==> config.mk <==
export PLATFORM = sky130hd
export DESIGN_NAME = event_timestamp_civil_converter_top_flat
export DESIGN_NICKNAME = d
export VERILOG_FILES = /design/src/rtl/etcc_pkg.sv /design/src/rtl/etcc_if.sv /design/src/rtl/etcc_ctrl.sv /design/src/rtl/etcc_to_stamp.sv /design/src/rtl/etcc_to_civil.sv /design/src/rtl/event_timestamp_civil_converter_top.sv /design/src/flat_wrapper.sv
export VERILOG_INCLUDE_DIRS = /design/src /design/src/rtl
export SDC_FILE = /design/constraint.sdc
export NUM_CORES = 2
export LEC_CHECK = 0
export BUFFER_PORTS_ARGS = -buffer_cell sky130_fd_sc_hd__buf_2
export CAP_MARGIN = 20
export CORE_ASPECT_RATIO = 1.75
export CORE_MARGIN = 4
export CORE_UTILIZATION = 45
export DETAILED_ROUTE_END_ITERATION = 10
export PLACE_DENSITY = 0.63
export RECOVER_POWER = 50
export SYNTH_ARGS = -nofsm -noshare
export SYNTH_HDL_FRONTEND = slang
export SYNTH_HIERARCHICAL = 1
export SYNTH_SLANG_ARGS = --single-unit
==> constraint.sdc <==
create_clock -name clk -period 7.4 [get_ports clk]
set_input_delay 0.74 -clock clk [delete_from_list [all_inputs] [get_ports clk]]
set_output_delay 0.74 -clock clk [all_outputs]
set_load 0.03 [all_outputs]
==> src/rtl/event_timestamp_civil_converter_top_macros.svh <==
// Assertion macros for the event timestamp / civil date converter.
// Used by modules that check their own pipeline control; needs clk and arst_n in scope.
`ifndef EVENT_TIMESTAMP_CIVIL_CONVERTER_TOP_MACROS_SVH
`define EVENT_TIMESTAMP_CIVIL_CONVERTER_TOP_MACROS_SVH

// Property checked at every clock edge outside reset.
`define ETCC_ASSERT(label, prop, msg) \
	label: assert property (@(posedge clk) disable iff (!arst_n) prop) \
		else $error(msg);

// Antecedent at one edge, consequent at the next.
`define ETCC_ASSERT_NEXT(label, ante, cons, msg) \
	label: assert property (@(posedge clk) disable iff (!arst_n) ante |=> cons) \
		else $error(msg);

`endif

==> src/rtl/etcc_pkg.sv <==
// Shared constants, types and tables for the timestamp / civil date converter.
// No dependencies.
`default_nettype none

package etcc_pkg;

	localparam int NST = 9;

	// Day numbers relative to 0000-03-01; 1977-01-01 lands at BASE_DAYS.
	localparam int unsigned BASE_DAYS   = 722025;
	localparam int unsigned ERA_DAYS    = 146097;
	localparam int unsigned ERA_YEARS   = 400;
	// For stamps after the base: day count where era 5 starts, and doe offset in era 4.
	localparam int unsigned ERA5_START  = 8460;
	localparam int unsigned ERA4_OFS    = 137637;
	localparam int unsigned HALFDAY_SECS = 43200;
	localparam int unsigned FULL_DAY    = 86400;

	// Reciprocal multipliers: q = (x * M) >> K is exact over the operand width used.
	localparam int D400_K = 21;
	localparam logic [12:0] D400_M = 13'(((64'd1 << D400_K) + 64'd399) / 64'd400);
	localparam int D100_K = 16;
	localparam logic [9:0] D100_M = 10'(((64'd1 << D100_K) + 64'd99) / 64'd100);
	localparam int D1460_K = 29;
	localparam logic [18:0] D1460_M = 19'(((64'd1 << D1460_K) + 64'd1459) / 64'd1460);
	localparam int D36524_K = 34;
	localparam logic [18:0] D36524_M = 19'(((64'd1 << D36524_K) + 64'd36523) / 64'd36524);
	localparam int D365_K = 27;
	localparam logic [18:0] D365_M = 19'(((64'd1 << D365_K) + 64'd364) / 64'd365);
	localparam int D153_K = 19;
	localparam logic [11:0] D153_M = 12'(((64'd1 << D153_K) + 64'd152) / 64'd153);
	// (5*doy + 2) * M folded into doy * M5 + M2
	localparam logic [14:0] D153_M5 = 15'(64'd5 * 64'(D153_M));
	localparam logic [12:0] D153_M2 = 13'(64'd2 * 64'(D153_M));
	localparam int D3600_K = 29;
	localparam logic [17:0] D3600_M = 18'(((64'd1 << D3600_K) + 64'd3599) / 64'd3600);
	localparam int D60_K = 18;
	localparam logic [12:0] D60_M = 13'(((64'd1 << D60_K) + 64'd59) / 64'd60);

	// Conversion direction carried in the request transaction.
	typedef enum logic {
		OP_TO_STAMP = 1'b0,
		OP_TO_CIVIL = 1'b1
	} conv_op_t;

	typedef struct packed {
		logic [NST-1:0] en;
		logic [NST-1:0] vld;
	} pipe_ctrl_t;

	// Days before the start of month index mp (March-based year).
	function automatic logic [8:0] month_off(input logic [3:0] mp);
		logic [8:0] r;
		case (mp)
			4'd0:    r = 9'd0;
			4'd1:    r = 9'd31;
			4'd2:    r = 9'd61;
			4'd3:    r = 9'd92;
			4'd4:    r = 9'd122;
			4'd5:    r = 9'd153;
			4'd6:    r = 9'd184;
			4'd7:    r = 9'd214;
			4'd8:    r = 9'd245;
			4'd9:    r = 9'd275;
			4'd10:   r = 9'd306;
			4'd11:   r = 9'd337;
			4'd12:   r = 9'd367;
			default: r = 9'd0;
		endcase
		return r;
	endfunction

endpackage

`default_nettype wire

==> src/rtl/etcc_if.sv <==
// Request and response stream interfaces of the timestamp / civil date converter.
// No dependencies.
`default_nettype none

interface etcc_cmd_if;
	logic        valid;
	logic        ready;
	logic        op;
	logic [11:0] year;
	logic [3:0]  month;
	logic [4:0]  day;
	logic [4:0]  hour;
	logic [5:0]  minute;
	logic [5:0]  second;
	logic [15:0] halfday_in;
	logic [15:0] seconds_in;

	modport source (output valid, op, year, month, day, hour, minute, second,
		halfday_in, seconds_in, input ready);
	modport sink (input valid, op, year, month, day, hour, minute, second,
		halfday_in, seconds_in, output ready);
endinterface

interface etcc_rsp_if;
	logic        valid;
	logic        ready;
	logic [15:0] halfday_out;
	logic [15:0] seconds_out;
	logic [11:0] year_out;
	logic [3:0]  month_out;
	logic [4:0]  day_out;
	logic [4:0]  hour_out;
	logic [5:0]  minute_out;
	logic [5:0]  second_out;
	logic        out_of_range;

	modport source (output valid, halfday_out, seconds_out, year_out, month_out, day_out,
		hour_out, minute_out, second_out, out_of_range, input ready);
	modport sink (input valid, halfday_out, seconds_out, year_out, month_out, day_out,
		hour_out, minute_out, second_out, out_of_range, output ready);
endinterface

`default_nettype wire

==> src/rtl/etcc_ctrl.sv <==
// Pipeline valid bits and per-stage load enables for the converter.
// Depends on etcc_pkg and the assertion macro header.
`default_nettype none
`include "event_timestamp_civil_converter_top_macros.svh"

module etcc_ctrl import etcc_pkg::*; (
	input  logic       clk,
	input  logic       arst_n,
	input  logic       in_valid,
	input  logic       out_ready,
	output logic       in_ready,
	output pipe_ctrl_t ctl
);

	logic [NST-1:0] vld_q;
	logic [NST-1:0] en;

	// A stage loads when it is empty or its content moves on; bubbles collapse.
	always_comb begin
		en[NST-1] = !vld_q[NST-1] || out_ready;
		for (int k = NST-2; k >= 0; k--) begin
			en[k] = !vld_q[k] || en[k+1];
		end
	end

	always_ff @(posedge clk or negedge arst_n) begin
		if (!arst_n) begin
			vld_q <= '0;
		end else begin
			if (en[0]) begin
				vld_q[0] <= in_valid;
			end
			for (int k = 1; k < NST; k++) begin
				if (en[k]) begin
					vld_q[k] <= vld_q[k-1];
				end
			end
		end
	end

	assign in_ready = en[0];
	assign ctl.en   = en;
	assign ctl.vld  = vld_q;

	`ETCC_ASSERT(a_stall_only_full, (~en & ~vld_q) == '0, "empty stage held back")
	`ETCC_ASSERT_NEXT(a_accept_fills_s1, arst_n && in_valid && en[0], vld_q[0], "accepted transaction missing in first stage")
	`ETCC_ASSERT_NEXT(a_stall_holds, arst_n && vld_q[0] && !en[1], vld_q[0], "stalled stage dropped its transaction")
	`ETCC_ASSERT_NEXT(a_count, arst_n, $countones(vld_q) == $past($countones(vld_q)) + ($past(in_valid && en[0]) ? 1 : 0) - ($past(vld_q[NST-1] && out_ready) ? 1 : 0), "transactions created or lost in pipeline")

endmodule

`default_nettype wire

==> src/rtl/etcc_to_stamp.sv <==
// Civil date and time to half-day stamp datapath (op 0), nine register stages.
// Depends on etcc_pkg; stage enables come from etcc_ctrl.
`default_nettype none

module etcc_to_stamp import etcc_pkg::*; (
	input  logic        clk,
	input  pipe_ctrl_t  ctl,
	input  logic        op,
	input  logic [11:0] year,
	input  logic [3:0]  month,
	input  logic [4:0]  day,
	input  logic [4:0]  hour,
	input  logic [5:0]  minute,
	input  logic [5:0]  second,
	output logic [15:0] halfday_out,
	output logic [15:0] seconds_out,
	output logic        out_of_range
);

	// stage 1: year shift for Jan/Feb, month index, day of year, second of day, era product
	logic        dec_c, yneg_c;
	logic [11:0] ya_c;
	logic [3:0]  mp_c;
	logic signed [10:0] doy_c;
	logic [16:0] sod_c;
	logic [24:0] pa_c;

	logic        act_s1, yneg_s1;
	logic [11:0] ya_s1;
	logic signed [10:0] doy_s1;
	logic [16:0] sod_s1;
	logic [24:0] pa_s1;

	always_comb begin
		dec_c  = month <= 4'd2;
		yneg_c = dec_c && (year == 12'd0);
		ya_c   = year - {11'b0, dec_c};
		mp_c   = dec_c ? month + 4'd9 : month - 4'd3;
		doy_c  = $signed({2'b0, month_off(mp_c)}) + $signed({6'b0, day}) - 11'sd1;
		sod_c  = {12'b0, hour} * 17'd3600 + {11'b0, minute} * 17'd60 + {11'b0, second};
		pa_c   = {13'b0, ya_c} * {12'b0, D400_M};
	end

	always_ff @(posedge clk) begin
		if (ctl.en[0]) begin
			act_s1  <= (op == OP_TO_STAMP);
			yneg_s1 <= yneg_c;
			ya_s1   <= ya_c;
			doy_s1  <= doy_c;
			sod_s1  <= sod_c;
			pa_s1   <= pa_c;
		end
	end

	// stage 2: era and year of era, half-day split of the second of day
	logic [3:0]  eq_c;
	logic [11:0] ydiff_c;
	logic signed [4:0] era_c;
	logic [8:0]  yoe_c;
	logic [1:0]  q_c;
	logic [16:0] srem_c;

	logic        act_s2;
	logic signed [4:0] era_s2;
	logic [8:0]  yoe_s2;
	logic signed [10:0] doy_s2;
	logic [1:0]  q_s2;
	logic [15:0] srem_s2;

	always_comb begin
		eq_c    = pa_s1[D400_K+3:D400_K];
		ydiff_c = ya_s1 - {8'b0, eq_c} * 12'(ERA_YEARS);
		era_c   = yneg_s1 ? -5'sd1 : $signed({1'b0, eq_c});
		yoe_c   = yneg_s1 ? 9'd399 : ydiff_c[8:0];
		if (sod_s1 >= 17'(FULL_DAY)) begin
			q_c    = 2'd2;
			srem_c = sod_s1 - 17'(FULL_DAY);
		end else if (sod_s1 >= 17'(HALFDAY_SECS)) begin
			q_c    = 2'd1;
			srem_c = sod_s1 - 17'(HALFDAY_SECS);
		end else begin
			q_c    = 2'd0;
			srem_c = sod_s1;
		end
	end

	always_ff @(posedge clk) begin
		if (ctl.en[1]) begin
			act_s2  <= act_s1;
			era_s2  <= era_c;
			yoe_s2  <= yoe_c;
			doy_s2  <= doy_s1;
			q_s2    <= q_c;
			srem_s2 <= srem_c[15:0];
		end
	end

	// stage 3: constant products of era and year of era
	logic [18:0] p100_c;
	logic [17:0] y365_c;
	logic signed [22:0] e146_c;

	logic        act_s3;
	logic signed [22:0] e146_s3;
	logic [17:0] y365_s3;
	logic [6:0]  y4_s3;
	logic [1:0]  y100_s3;
	logic signed [10:0] doy_s3;
	logic [1:0]  q_s3;
	logic [15:0] srem_s3;

	always_comb begin
		p100_c = {10'b0, yoe_s2} * {9'b0, D100_M};
		y365_c = {9'b0, yoe_s2} * 18'd365;
		e146_c = $signed({{18{era_s2[4]}}, era_s2}) * $signed(23'(ERA_DAYS));
	end

	always_ff @(posedge clk) begin
		if (ctl.en[2]) begin
			act_s3  <= act_s2;
			e146_s3 <= e146_c;
			y365_s3 <= y365_c;
			y4_s3   <= yoe_s2[8:2];
			y100_s3 <= p100_c[D100_K+1:D100_K];
			doy_s3  <= doy_s2;
			q_s3    <= q_s2;
			srem_s3 <= srem_s2;
		end
	end

	// stage 4: day of era and era base
	logic signed [23:0] doe_c, ebase_c;

	logic        act_s4;
	logic signed [23:0] doe_s4, ebase_s4;
	logic [1:0]  q_s4;
	logic [15:0] srem_s4;

	always_comb begin
		doe_c   = $signed({6'b0, y365_s3}) + $signed({17'b0, y4_s3})
			- $signed({22'b0, y100_s3}) + $signed({{13{doy_s3[10]}}, doy_s3});
		ebase_c = $signed({e146_s3[22], e146_s3}) - $signed(24'(BASE_DAYS));
	end

	always_ff @(posedge clk) begin
		if (ctl.en[3]) begin
			act_s4   <= act_s3;
			doe_s4   <= doe_c;
			ebase_s4 <= ebase_c;
			q_s4     <= q_s3;
			srem_s4  <= srem_s3;
		end
	end

	// stage 5: days since the base
	logic        act_s5;
	logic signed [23:0] days_s5;
	logic [1:0]  q_s5;
	logic [15:0] srem_s5;

	always_ff @(posedge clk) begin
		if (ctl.en[4]) begin
			act_s5  <= act_s4;
			days_s5 <= ebase_s4 + doe_s4;
			q_s5    <= q_s4;
			srem_s5 <= srem_s4;
		end
	end

	// stage 6: half-day count and range flag
	logic signed [24:0] hd_c;
	logic        oor_c;

	logic        act_s6, oor_s6;
	logic [15:0] hd_s6, srem_s6;

	always_comb begin
		hd_c  = $signed({days_s5, 1'b0}) + $signed({23'b0, q_s5});
		oor_c = days_s5[23] || (|hd_c[23:16]);
	end

	always_ff @(posedge clk) begin
		if (ctl.en[5]) begin
			act_s6  <= act_s5;
			oor_s6  <= oor_c;
			hd_s6   <= hd_c[15:0];
			srem_s6 <= srem_s5;
		end
	end

	// stages 7 to 9: align with the civil path
	logic        act_s7, oor_s7, act_s8, oor_s8, act_s9, oor_s9;
	logic [15:0] hd_s7, srem_s7, hd_s8, srem_s8, hd_s9, srem_s9;

	always_ff @(posedge clk) begin
		if (ctl.en[6]) begin
			act_s7  <= act_s6;
			oor_s7  <= oor_s6;
			hd_s7   <= hd_s6;
			srem_s7 <= srem_s6;
		end
		if (ctl.en[7]) begin
			act_s8  <= act_s7;
			oor_s8  <= oor_s7;
			hd_s8   <= hd_s7;
			srem_s8 <= srem_s7;
		end
		if (ctl.en[8]) begin
			act_s9  <= act_s8;
			oor_s9  <= oor_s8;
			hd_s9   <= hd_s8;
			srem_s9 <= srem_s8;
		end
	end

	assign halfday_out  = act_s9 ? hd_s9 : 16'd0;
	assign seconds_out  = act_s9 ? srem_s9 : 16'd0;
	assign out_of_range = act_s9 && oor_s9;

endmodule

`default_nettype wire

==> src/rtl/etcc_to_civil.sv <==
// Half-day stamp to civil date and time datapath (op 1), nine register stages.
// Depends on etcc_pkg; stage enables come from etcc_ctrl.
`default_nettype none

module etcc_to_civil import etcc_pkg::*; (
	input  logic        clk,
	input  pipe_ctrl_t  ctl,
	input  logic        op,
	input  logic [15:0] halfday_in,
	input  logic [15:0] seconds_in,
	output logic [11:0] year_out,
	output logic [3:0]  month_out,
	output logic [4:0]  day_out,
	output logic [4:0]  hour_out,
	output logic [5:0]  minute_out,
	output logic [5:0]  second_out
);

	// stage 1: seconds in the day, carry into the day count
	logic [16:0] total_c, tod_c;
	logic        dplus_c;

	logic        act_s1, dplus_s1;
	logic [14:0] hdh_s1;
	logic [16:0] tod_s1;

	always_comb begin
		total_c = {1'b0, seconds_in} + (halfday_in[0] ? 17'(HALFDAY_SECS) : 17'd0);
		dplus_c = total_c >= 17'(FULL_DAY);
		tod_c   = dplus_c ? total_c - 17'(FULL_DAY) : total_c;
	end

	always_ff @(posedge clk) begin
		if (ctl.en[0]) begin
			act_s1   <= (op == OP_TO_CIVIL);
			dplus_s1 <= dplus_c;
			hdh_s1   <= halfday_in[15:1];
			tod_s1   <= tod_c;
		end
	end

	// stage 2: era (4 or 5) and day of era; hour product
	logic [15:0] days_c;
	logic        era5_c;
	logic [17:0] doe_c;
	logic [34:0] ph_c;

	logic        act_s2, era5_s2;
	logic [17:0] doe_s2;
	logic [16:0] tod_s2;
	logic [34:0] ph_s2;

	always_comb begin
		days_c = {1'b0, hdh_s1} + {15'b0, dplus_s1};
		era5_c = days_c >= 16'(ERA5_START);
		doe_c  = era5_c ? {2'b0, days_c} - 18'(ERA5_START) : {2'b0, days_c} + 18'(ERA4_OFS);
		ph_c   = {18'b0, tod_s1} * {17'b0, D3600_M};
	end

	always_ff @(posedge clk) begin
		if (ctl.en[1]) begin
			act_s2  <= act_s1;
			era5_s2 <= era5_c;
			doe_s2  <= doe_c;
			tod_s2  <= tod_s1;
			ph_s2   <= ph_c;
		end
	end

	// stage 3: leap corrections of the day of era; hour and remainder
	logic [36:0] p1460_c, p36524_c;
	logic [4:0]  hour_c;
	logic [16:0] rem_c;

	logic        act_s3, era5_s3, c146_s3;
	logic [17:0] doe_s3;
	logic [6:0]  q1460_s3;
	logic [2:0]  q36524_s3;
	logic [4:0]  hour_s3;
	logic [11:0] rem_s3;

	always_comb begin
		p1460_c  = {19'b0, doe_s2} * {18'b0, D1460_M};
		p36524_c = {19'b0, doe_s2} * {18'b0, D36524_M};
		hour_c   = ph_s2[D3600_K+4:D3600_K];
		rem_c    = tod_s2 - {12'b0, hour_c} * 17'd3600;
	end

	always_ff @(posedge clk) begin
		if (ctl.en[2]) begin
			act_s3    <= act_s2;
			era5_s3   <= era5_s2;
			c146_s3   <= doe_s2 == 18'(ERA_DAYS - 1);
			doe_s3    <= doe_s2;
			q1460_s3  <= p1460_c[D1460_K+6:D1460_K];
			q36524_s3 <= p36524_c[D36524_K+2:D36524_K];
			hour_s3   <= hour_c;
			rem_s3    <= rem_c[11:0];
		end
	end

	// stage 4: numerator of the year of era; minute product
	logic [24:0] pm_c;

	logic        act_s4, era5_s4;
	logic [17:0] doe_s4, num_s4;
	logic [4:0]  hour_s4;
	logic [11:0] rem_s4;
	logic [5:0]  min_s4;

	always_comb begin
		pm_c = {13'b0, rem_s3} * {12'b0, D60_M};
	end

	always_ff @(posedge clk) begin
		if (ctl.en[3]) begin
			act_s4  <= act_s3;
			era5_s4 <= era5_s3;
			doe_s4  <= doe_s3;
			num_s4  <= doe_s3 - {11'b0, q1460_s3} + {15'b0, q36524_s3} - {17'b0, c146_s3};
			hour_s4 <= hour_s3;
			rem_s4  <= rem_s3;
			min_s4  <= pm_c[D60_K+5:D60_K];
		end
	end

	// stage 5: year of era; seconds
	logic [36:0] p365_c;
	logic [11:0] sec_c;

	logic        act_s5, era5_s5;
	logic [17:0] doe_s5;
	logic [8:0]  yoe_s5;
	logic [4:0]  hour_s5;
	logic [5:0]  min_s5, sec_s5;

	always_comb begin
		p365_c = {19'b0, num_s4} * {18'b0, D365_M};
		sec_c  = rem_s4 - {6'b0, min_s4} * 12'd60;
	end

	always_ff @(posedge clk) begin
		if (ctl.en[4]) begin
			act_s5  <= act_s4;
			era5_s5 <= era5_s4;
			doe_s5  <= doe_s4;
			yoe_s5  <= p365_c[D365_K+8:D365_K];
			hour_s5 <= hour_s4;
			min_s5  <= min_s4;
			sec_s5  <= sec_c[5:0];
		end
	end

	// stage 6: days in the whole years of the era
	logic [18:0] p100_c;

	logic        act_s6, era5_s6;
	logic [17:0] doe_s6, y365_s6;
	logic [8:0]  yoe_s6;
	logic [1:0]  y100_s6;
	logic [4:0]  hour_s6;
	logic [5:0]  min_s6, sec_s6;

	always_comb begin
		p100_c = {10'b0, yoe_s5} * {9'b0, D100_M};
	end

	always_ff @(posedge clk) begin
		if (ctl.en[5]) begin
			act_s6  <= act_s5;
			era5_s6 <= era5_s5;
			doe_s6  <= doe_s5;
			y365_s6 <= {9'b0, yoe_s5} * 18'd365;
			yoe_s6  <= yoe_s5;
			y100_s6 <= p100_c[D100_K+1:D100_K];
			hour_s6 <= hour_s5;
			min_s6  <= min_s5;
			sec_s6  <= sec_s5;
		end
	end

	// stage 7: day of year (March-based)
	logic [17:0] doy_c;

	logic        act_s7, era5_s7;
	logic [8:0]  doy_s7, yoe_s7;
	logic [4:0]  hour_s7;
	logic [5:0]  min_s7, sec_s7;

	always_comb begin
		doy_c = doe_s6 - (y365_s6 + {11'b0, yoe_s6[8:2]} - {16'b0, y100_s6});
	end

	always_ff @(posedge clk) begin
		if (ctl.en[6]) begin
			act_s7  <= act_s6;
			era5_s7 <= era5_s6;
			doy_s7  <= doy_c[8:0];
			yoe_s7  <= yoe_s6;
			hour_s7 <= hour_s6;
			min_s7  <= min_s6;
			sec_s7  <= sec_s6;
		end
	end

	// stage 8: month index
	logic [23:0] pmp_c;

	logic        act_s8, era5_s8;
	logic [8:0]  doy_s8, yoe_s8;
	logic [3:0]  mp_s8;
	logic [4:0]  hour_s8;
	logic [5:0]  min_s8, sec_s8;

	always_comb begin
		pmp_c = {15'b0, doy_s7} * {9'b0, D153_M5} + {11'b0, D153_M2};
	end

	always_ff @(posedge clk) begin
		if (ctl.en[7]) begin
			act_s8  <= act_s7;
			era5_s8 <= era5_s7;
			doy_s8  <= doy_s7;
			yoe_s8  <= yoe_s7;
			mp_s8   <= pmp_c[D153_K+3:D153_K];
			hour_s8 <= hour_s7;
			min_s8  <= min_s7;
			sec_s8  <= sec_s7;
		end
	end

	// stage 9: day, month and year
	logic [8:0]  dom_c;
	logic        janfeb_c;

	logic        act_s9;
	logic [11:0] year_s9;
	logic [3:0]  month_s9;
	logic [4:0]  day_s9, hour_s9;
	logic [5:0]  min_s9, sec_s9;

	always_comb begin
		dom_c    = doy_s8 - month_off(mp_s8) + 9'd1;
		janfeb_c = mp_s8 >= 4'd10;
	end

	always_ff @(posedge clk) begin
		if (ctl.en[8]) begin
			act_s9   <= act_s8;
			year_s9  <= {3'b0, yoe_s8} + (era5_s8 ? 12'd2000 : 12'd1600) + {11'b0, janfeb_c};
			month_s9 <= janfeb_c ? mp_s8 - 4'd9 : mp_s8 + 4'd3;
			day_s9   <= dom_c[4:0];
			hour_s9  <= hour_s8;
			min_s9   <= min_s8;
			sec_s9   <= sec_s8;
		end
	end

	assign year_out   = act_s9 ? year_s9 : 12'd0;
	assign month_out  = act_s9 ? month_s9 : 4'd0;
	assign day_out    = act_s9 ? day_s9 : 5'd0;
	assign hour_out   = act_s9 ? hour_s9 : 5'd0;
	assign minute_out = act_s9 ? min_s9 : 6'd0;
	assign second_out = act_s9 ? sec_s9 : 6'd0;

endmodule

`default_nettype wire

==> src/rtl/event_timestamp_civil_converter_top.sv <==
// Timestamp / civil date converter, top level. Uses etcc_pkg, etcc_if, etcc_ctrl,
// etcc_to_stamp and etcc_to_civil.
// Each accepted transaction passes through nine register stages before its result is on rsp.
// Throughput: one transaction per cycle; stalled stages hold, empty stages keep filling.
// Reset: arst_n clears only the stage valid bits; datapath registers are not reset.
`default_nettype none

module event_timestamp_civil_converter_top import etcc_pkg::*; (
	input  logic       clk,
	input  logic       arst_n,
	etcc_cmd_if.sink   cmd,
	etcc_rsp_if.source rsp
);

	pipe_ctrl_t ctl;

	etcc_ctrl u_ctrl (
		.clk       (clk),
		.arst_n    (arst_n),
		.in_valid  (cmd.valid),
		.out_ready (rsp.ready),
		.in_ready  (cmd.ready),
		.ctl       (ctl)
	);

	etcc_to_stamp u_to_stamp (
		.clk          (clk),
		.ctl          (ctl),
		.op           (cmd.op),
		.year         (cmd.year),
		.month        (cmd.month),
		.day          (cmd.day),
		.hour         (cmd.hour),
		.minute       (cmd.minute),
		.second       (cmd.second),
		.halfday_out  (rsp.halfday_out),
		.seconds_out  (rsp.seconds_out),
		.out_of_range (rsp.out_of_range)
	);

	etcc_to_civil u_to_civil (
		.clk        (clk),
		.ctl        (ctl),
		.op         (cmd.op),
		.halfday_in (cmd.halfday_in),
		.seconds_in (cmd.seconds_in),
		.year_out   (rsp.year_out),
		.month_out  (rsp.month_out),
		.day_out    (rsp.day_out),
		.hour_out   (rsp.hour_out),
		.minute_out (rsp.minute_out),
		.second_out (rsp.second_out)
	);

	assign rsp.valid = ctl.vld[NST-1];

endmodule

`default_nettype wire

==> src/flat_wrapper.sv <==
// flat-port wrapper written by rule: the top's interface ports become plain ports
module event_timestamp_civil_converter_top_flat import etcc_pkg::*;
  (clk, arst_n, cmd_valid, cmd_op, cmd_year, cmd_month, cmd_day, cmd_hour, cmd_minute, cmd_second, cmd_halfday_in, cmd_seconds_in, cmd_ready, rsp_valid, rsp_halfday_out, rsp_seconds_out, rsp_year_out, rsp_month_out, rsp_day_out, rsp_hour_out, rsp_minute_out, rsp_second_out, rsp_out_of_range, rsp_ready);
  etcc_cmd_if cmd_i ();
  etcc_rsp_if rsp_i ();
  input  logic clk;
  input  logic arst_n;
  input wire logic [$bits(cmd_i.valid)-1:0] cmd_valid;
  input wire logic [$bits(cmd_i.op)-1:0] cmd_op;
  input wire logic [$bits(cmd_i.year)-1:0] cmd_year;
  input wire logic [$bits(cmd_i.month)-1:0] cmd_month;
  input wire logic [$bits(cmd_i.day)-1:0] cmd_day;
  input wire logic [$bits(cmd_i.hour)-1:0] cmd_hour;
  input wire logic [$bits(cmd_i.minute)-1:0] cmd_minute;
  input wire logic [$bits(cmd_i.second)-1:0] cmd_second;
  input wire logic [$bits(cmd_i.halfday_in)-1:0] cmd_halfday_in;
  input wire logic [$bits(cmd_i.seconds_in)-1:0] cmd_seconds_in;
  output wire logic [$bits(cmd_i.ready)-1:0] cmd_ready;
  output wire logic [$bits(rsp_i.valid)-1:0] rsp_valid;
  output wire logic [$bits(rsp_i.halfday_out)-1:0] rsp_halfday_out;
  output wire logic [$bits(rsp_i.seconds_out)-1:0] rsp_seconds_out;
  output wire logic [$bits(rsp_i.year_out)-1:0] rsp_year_out;
  output wire logic [$bits(rsp_i.month_out)-1:0] rsp_month_out;
  output wire logic [$bits(rsp_i.day_out)-1:0] rsp_day_out;
  output wire logic [$bits(rsp_i.hour_out)-1:0] rsp_hour_out;
  output wire logic [$bits(rsp_i.minute_out)-1:0] rsp_minute_out;
  output wire logic [$bits(rsp_i.second_out)-1:0] rsp_second_out;
  output wire logic [$bits(rsp_i.out_of_range)-1:0] rsp_out_of_range;
  input wire logic [$bits(rsp_i.ready)-1:0] rsp_ready;
  assign cmd_i.valid = cmd_valid;
  assign cmd_i.op = cmd_op;
  assign cmd_i.year = cmd_year;
  assign cmd_i.month = cmd_month;
  assign cmd_i.day = cmd_day;
  assign cmd_i.hour = cmd_hour;
  assign cmd_i.minute = cmd_minute;
  assign cmd_i.second = cmd_second;
  assign cmd_i.halfday_in = cmd_halfday_in;
  assign cmd_i.seconds_in = cmd_seconds_in;
  assign cmd_ready = cmd_i.ready;
  assign rsp_valid = rsp_i.valid;
  assign rsp_halfday_out = rsp_i.halfday_out;
  assign rsp_seconds_out = rsp_i.seconds_out;
  assign rsp_year_out = rsp_i.year_out;
  assign rsp_month_out = rsp_i.month_out;
  assign rsp_day_out = rsp_i.day_out;
  assign rsp_hour_out = rsp_i.hour_out;
  assign rsp_minute_out = rsp_i.minute_out;
  assign rsp_second_out = rsp_i.second_out;
  assign rsp_out_of_range = rsp_i.out_of_range;
  assign rsp_i.ready = rsp_ready;
  event_timestamp_civil_converter_top u_core (.clk(clk), .arst_n(arst_n), .cmd(cmd_i), .rsp(rsp_i));
endmodule
==> run_results.csv <==
group,metric,value,unit
outcome,status,"finished with violations",
outcome,violations,"capacitance limit, slew limit",
clock_network,cts_sinks,785,
layout,nFillCells,12953,
placement,dp_hpwl,109.0,mm
route,post_drt_via_cell_ratio,5.031,
placement,io_buffers,147,
timing,worst_slew_pin_slew,3.750,ns
timing,maxSlewViolCount,260,
global_route,grt_max_degree,81,
floorplan,die_h,513.1,um
min_path,holdCritPathClass,"in -> reg",
clock_network,hold_buffers,1,
flow_run,drv_cap,5,
worst_setup_path,r2r-start,"u_core/u_to_civil/doe_s2[0]",
clock_network,clock_latency,0.69,ns
global_route,overflow,0,
timing,hold_violations,0,
worst_setup_path,arrival,7.12,ns
worst_setup_path,r2r_end,"u_core/u_to_civil/q1460_s3[6]",
worst_setup_path,r2r_setup_slack,0.67,ns
synth,yosysTopAreaCell,"edfxtp_1",
timing,fin_tns_setup,0,ns
synth,synth_area_leaders,"edfxtp_1 35%, ha_1 22%, fa_1 18%",
floorplan,num_io_pins,148,
floorplan,dieArea,152200,um^2
worst_setup_path,path_max_fanout,5,
synth,synth_edf_count,771,
timing,relSlewSlack,-1.500,
synth,avgSynthCellArea,11.92,um^2
synth,synth_top_cells_by_count,"1211 x inv_1, 1165 x ha_1, 771 x edfxtp_1",
layout,layout.nets,7563,
worst_setup_path,worstSetupPathType,"reg -> reg",
clock_network,clock-root-buffer,"clkbuf_16",
synth,synth_cell_types,91,
floorplan,die_w,296.7,um
clock_network,clockBufferDepth,3,
layout,area_delta_synth_final,8.911,%
floorplan,core_area,145100,um^2
worst_setup_path,crit_end,"u_core/u_to_civil/q1460_s3[6]",
synth,async_reset_ff_frac,0.01146,
synth,syn-num-nets,7327,
route,dr.pass1.iters,7,
clock_network,cts_tree,"done",
timing,final.min_clock_period,6.729,ns
worst_setup_path,critPathRequiredTime,7.79,ns
route,wl_per_cell,16.93,um
worst_setup_path,cp-start-kind,"flip-flop",
timing,period_share,0.9093,
global_route,grt_pass1_vias,42129,
floorplan,start_util,0.4521,
timing,finClkSkew,0.05069,ns
worst_setup_path,critPathLaunch,"u_core/u_to_civil/doe_s2[0]",
synth,ys.flop_type,"edfxtp_1",
route,drtIter0Drc,1277,
min_path,whs_path_depth,1,
timing,fmax,148.6,MHz
route,vias,38594,
worst_setup_path,timing.critical_path.to_type,"flip-flop",
route,wl,129.9,mm
synth,post-synth-top-count-cell,"inv_1",
clock_network,post-cts-setup-buffers,0,
global_route,antenna_found_initial,2,
timing,setup_viol,0,
synth,synth_cells,5505,
global_route,track_usage,0.1767,
route,drcViolationCount,0,
synth,ys_ff_latch,785,
clock_network,cts.htree.levels,3,
layout,drive_gt1_frac,0.05655,
synth,synth_top_area_frac,0.3528,
clock_network,cts_resized,0,
synth,synth-seq-area-share,0.3578,
worst_setup_path,r2r_cells,19,
clock_network,cts_buffers,76,
floorplan,rows,185,
synth,synth_area,65620,um^2
clock_network,clk_pin_slew,0.08,ns
placement,gp_congestion,0.9236,
timing,rsz0062_at_grt,"no",
route,ant_nets,0,
synth,ys_warn_count,6,
global_route,grt_pass1_wl,213.2,mm
[logic make-up (layout without fill, tap and decap cells)]
kind of cell	after synthesis	in the layout	share of synthesized area
xor+xnor	331	331	0.04441
buf+inv	1252	1547	0.07250
other cells	0	1	0
flops	785	785	0.3578
fa+ha+maj	1747	1747	0.3997
simple gates	746	746	0.05993
mux	21	21	0.003261
compound gates	623	623	0.06237
[per-layer routing]
| layer | wire (um) | track usage | up-vias |
|---|---|---|---|
| met1 | 46270 | 0.1794 | 18909 |
| met3 | 3103 | 0.01645 | 237 |
| met4 | 6539 | 0.08046 | 0 |
| met5 | 0 | 0 | - |
| met2 | 73950 | 0.3555 | 499 |
| li1 | - | - | 18949 |
[registers in the layout (all words and copies together) (netlist names), 17 cells and up, named ones only]
| name | cells |
|---|---|
| u_core/u_to_civil/doe_s2 | 18 |
| u_core/u_to_civil/doe_s3 | 18 |
| u_core/u_to_civil/num_s4 | 18 |
| u_core/u_to_civil/tod_s1 | 17 |
| u_core/u_to_stamp/days_s5 | 24 |
| u_core/u_to_stamp/doe_s4 | 21 |
| u_core/u_to_stamp/e146_s3 | 23 |
| u_core/u_to_stamp/ebase_s4 | 24 |
| u_core/u_to_stamp/sod_s1 | 17 |
| u_core/u_to_stamp/y365_s3 | 18 |
[per-stage QoR]
step                setup WS, ns    util  hold slack (ns)  instances  cell area, um^2
finish                    0.6711  0.4924           0.2241       7671            71460
global route              0.2589  0.4924           0.1896       7671            71460
CTS                       0.7710  0.4931           0.1548       7669            71570
detailed placement       0.07393  0.4747           0.4045       7531            68890
global placement          0.1139  0.4747           0.4004       7531            68890
floorplan                 0.5223       -           0.4003       5505            65620
[worst min-delay path by stage]
stage                                             end  slack, ns                        start
after global routing      u_core/u_to_civil/hdh_s1[0]       0.19            cmd_halfday_in[1]
after floorplan              u_core/u_to_civil/act_s2       0.40     u_core/u_to_civil/act_s1
after CTS                 u_core/u_to_civil/hdh_s1[0]       0.15            cmd_halfday_in[1]
after detailed placement  u_core/u_to_civil/doe_s5[8]       0.40  u_core/u_to_civil/doe_s4[8]
after global placement    u_core/u_to_civil/rem_s3[0]       0.40  u_core/u_to_civil/tod_s2[0]
final                     u_core/u_to_civil/hdh_s1[0]       0.22            cmd_halfday_in[1]
[critical path, cell delays in order (launching register included)]
cell	delay, ns
edfxtp_1	0.50
clkbuf_1	0.42
fa_1	0.55
ha_1	0.25
fa_1	0.44
ha_1	0.29
inv_1	0.05
fa_1	0.53
inv_1	0.05
fa_1	0.49
ha_1	0.34
and4_1	0.19
a2111oi_0	0.51
a21oi_1	0.22
o2111ai_1	0.34
a32oi_1	0.26
a211oi_1	0.51
a21oi_1	0.18
a21oi_1	0.23
xnor2_1	0.08
[layout by cell type, fill, tap and decap left out, types with 47 or more instances in the layout]
| master | instances |
|---|---|
| nand2b_1 | 47 |
| clkbuf_16 | 76 |
| a21oi_1 | 194 |
| ha_1 | 1165 |
| nand2_1 | 127 |
| nor2_1 | 146 |
| xor2_1 | 89 |
| nor3_1 | 57 |
| buf_2 | 138 |
| a21o_1 | 86 |
| o21ai_0 | 106 |
| edfxtp_1 | 771 |
| and2_1 | 89 |
| nand3_1 | 73 |
| fa_1 | 582 |
| xnor2_1 | 240 |
| inv_1 | 1211 |
[cell type report]
class                           count  area [um^2]  share of cell area
Tap cell                         1870         2340             0.03274
Inverter                         1213         4553             0.06371
Multi-Input combinational cell   3468        37400              0.5234
Clock inverter                     47        711.9            0.009962
Antenna cell                        1        2.502          0.00003502
Timing Repair Buffer              197         1020             0.01427
Clock buffer                       90         1954             0.02735
Sequential cell                   785        23480              0.3285
Power is left out: the tool's default activity adds up to more than one toggle a clock period on the data nets, which glitch-free logic cannot reach.
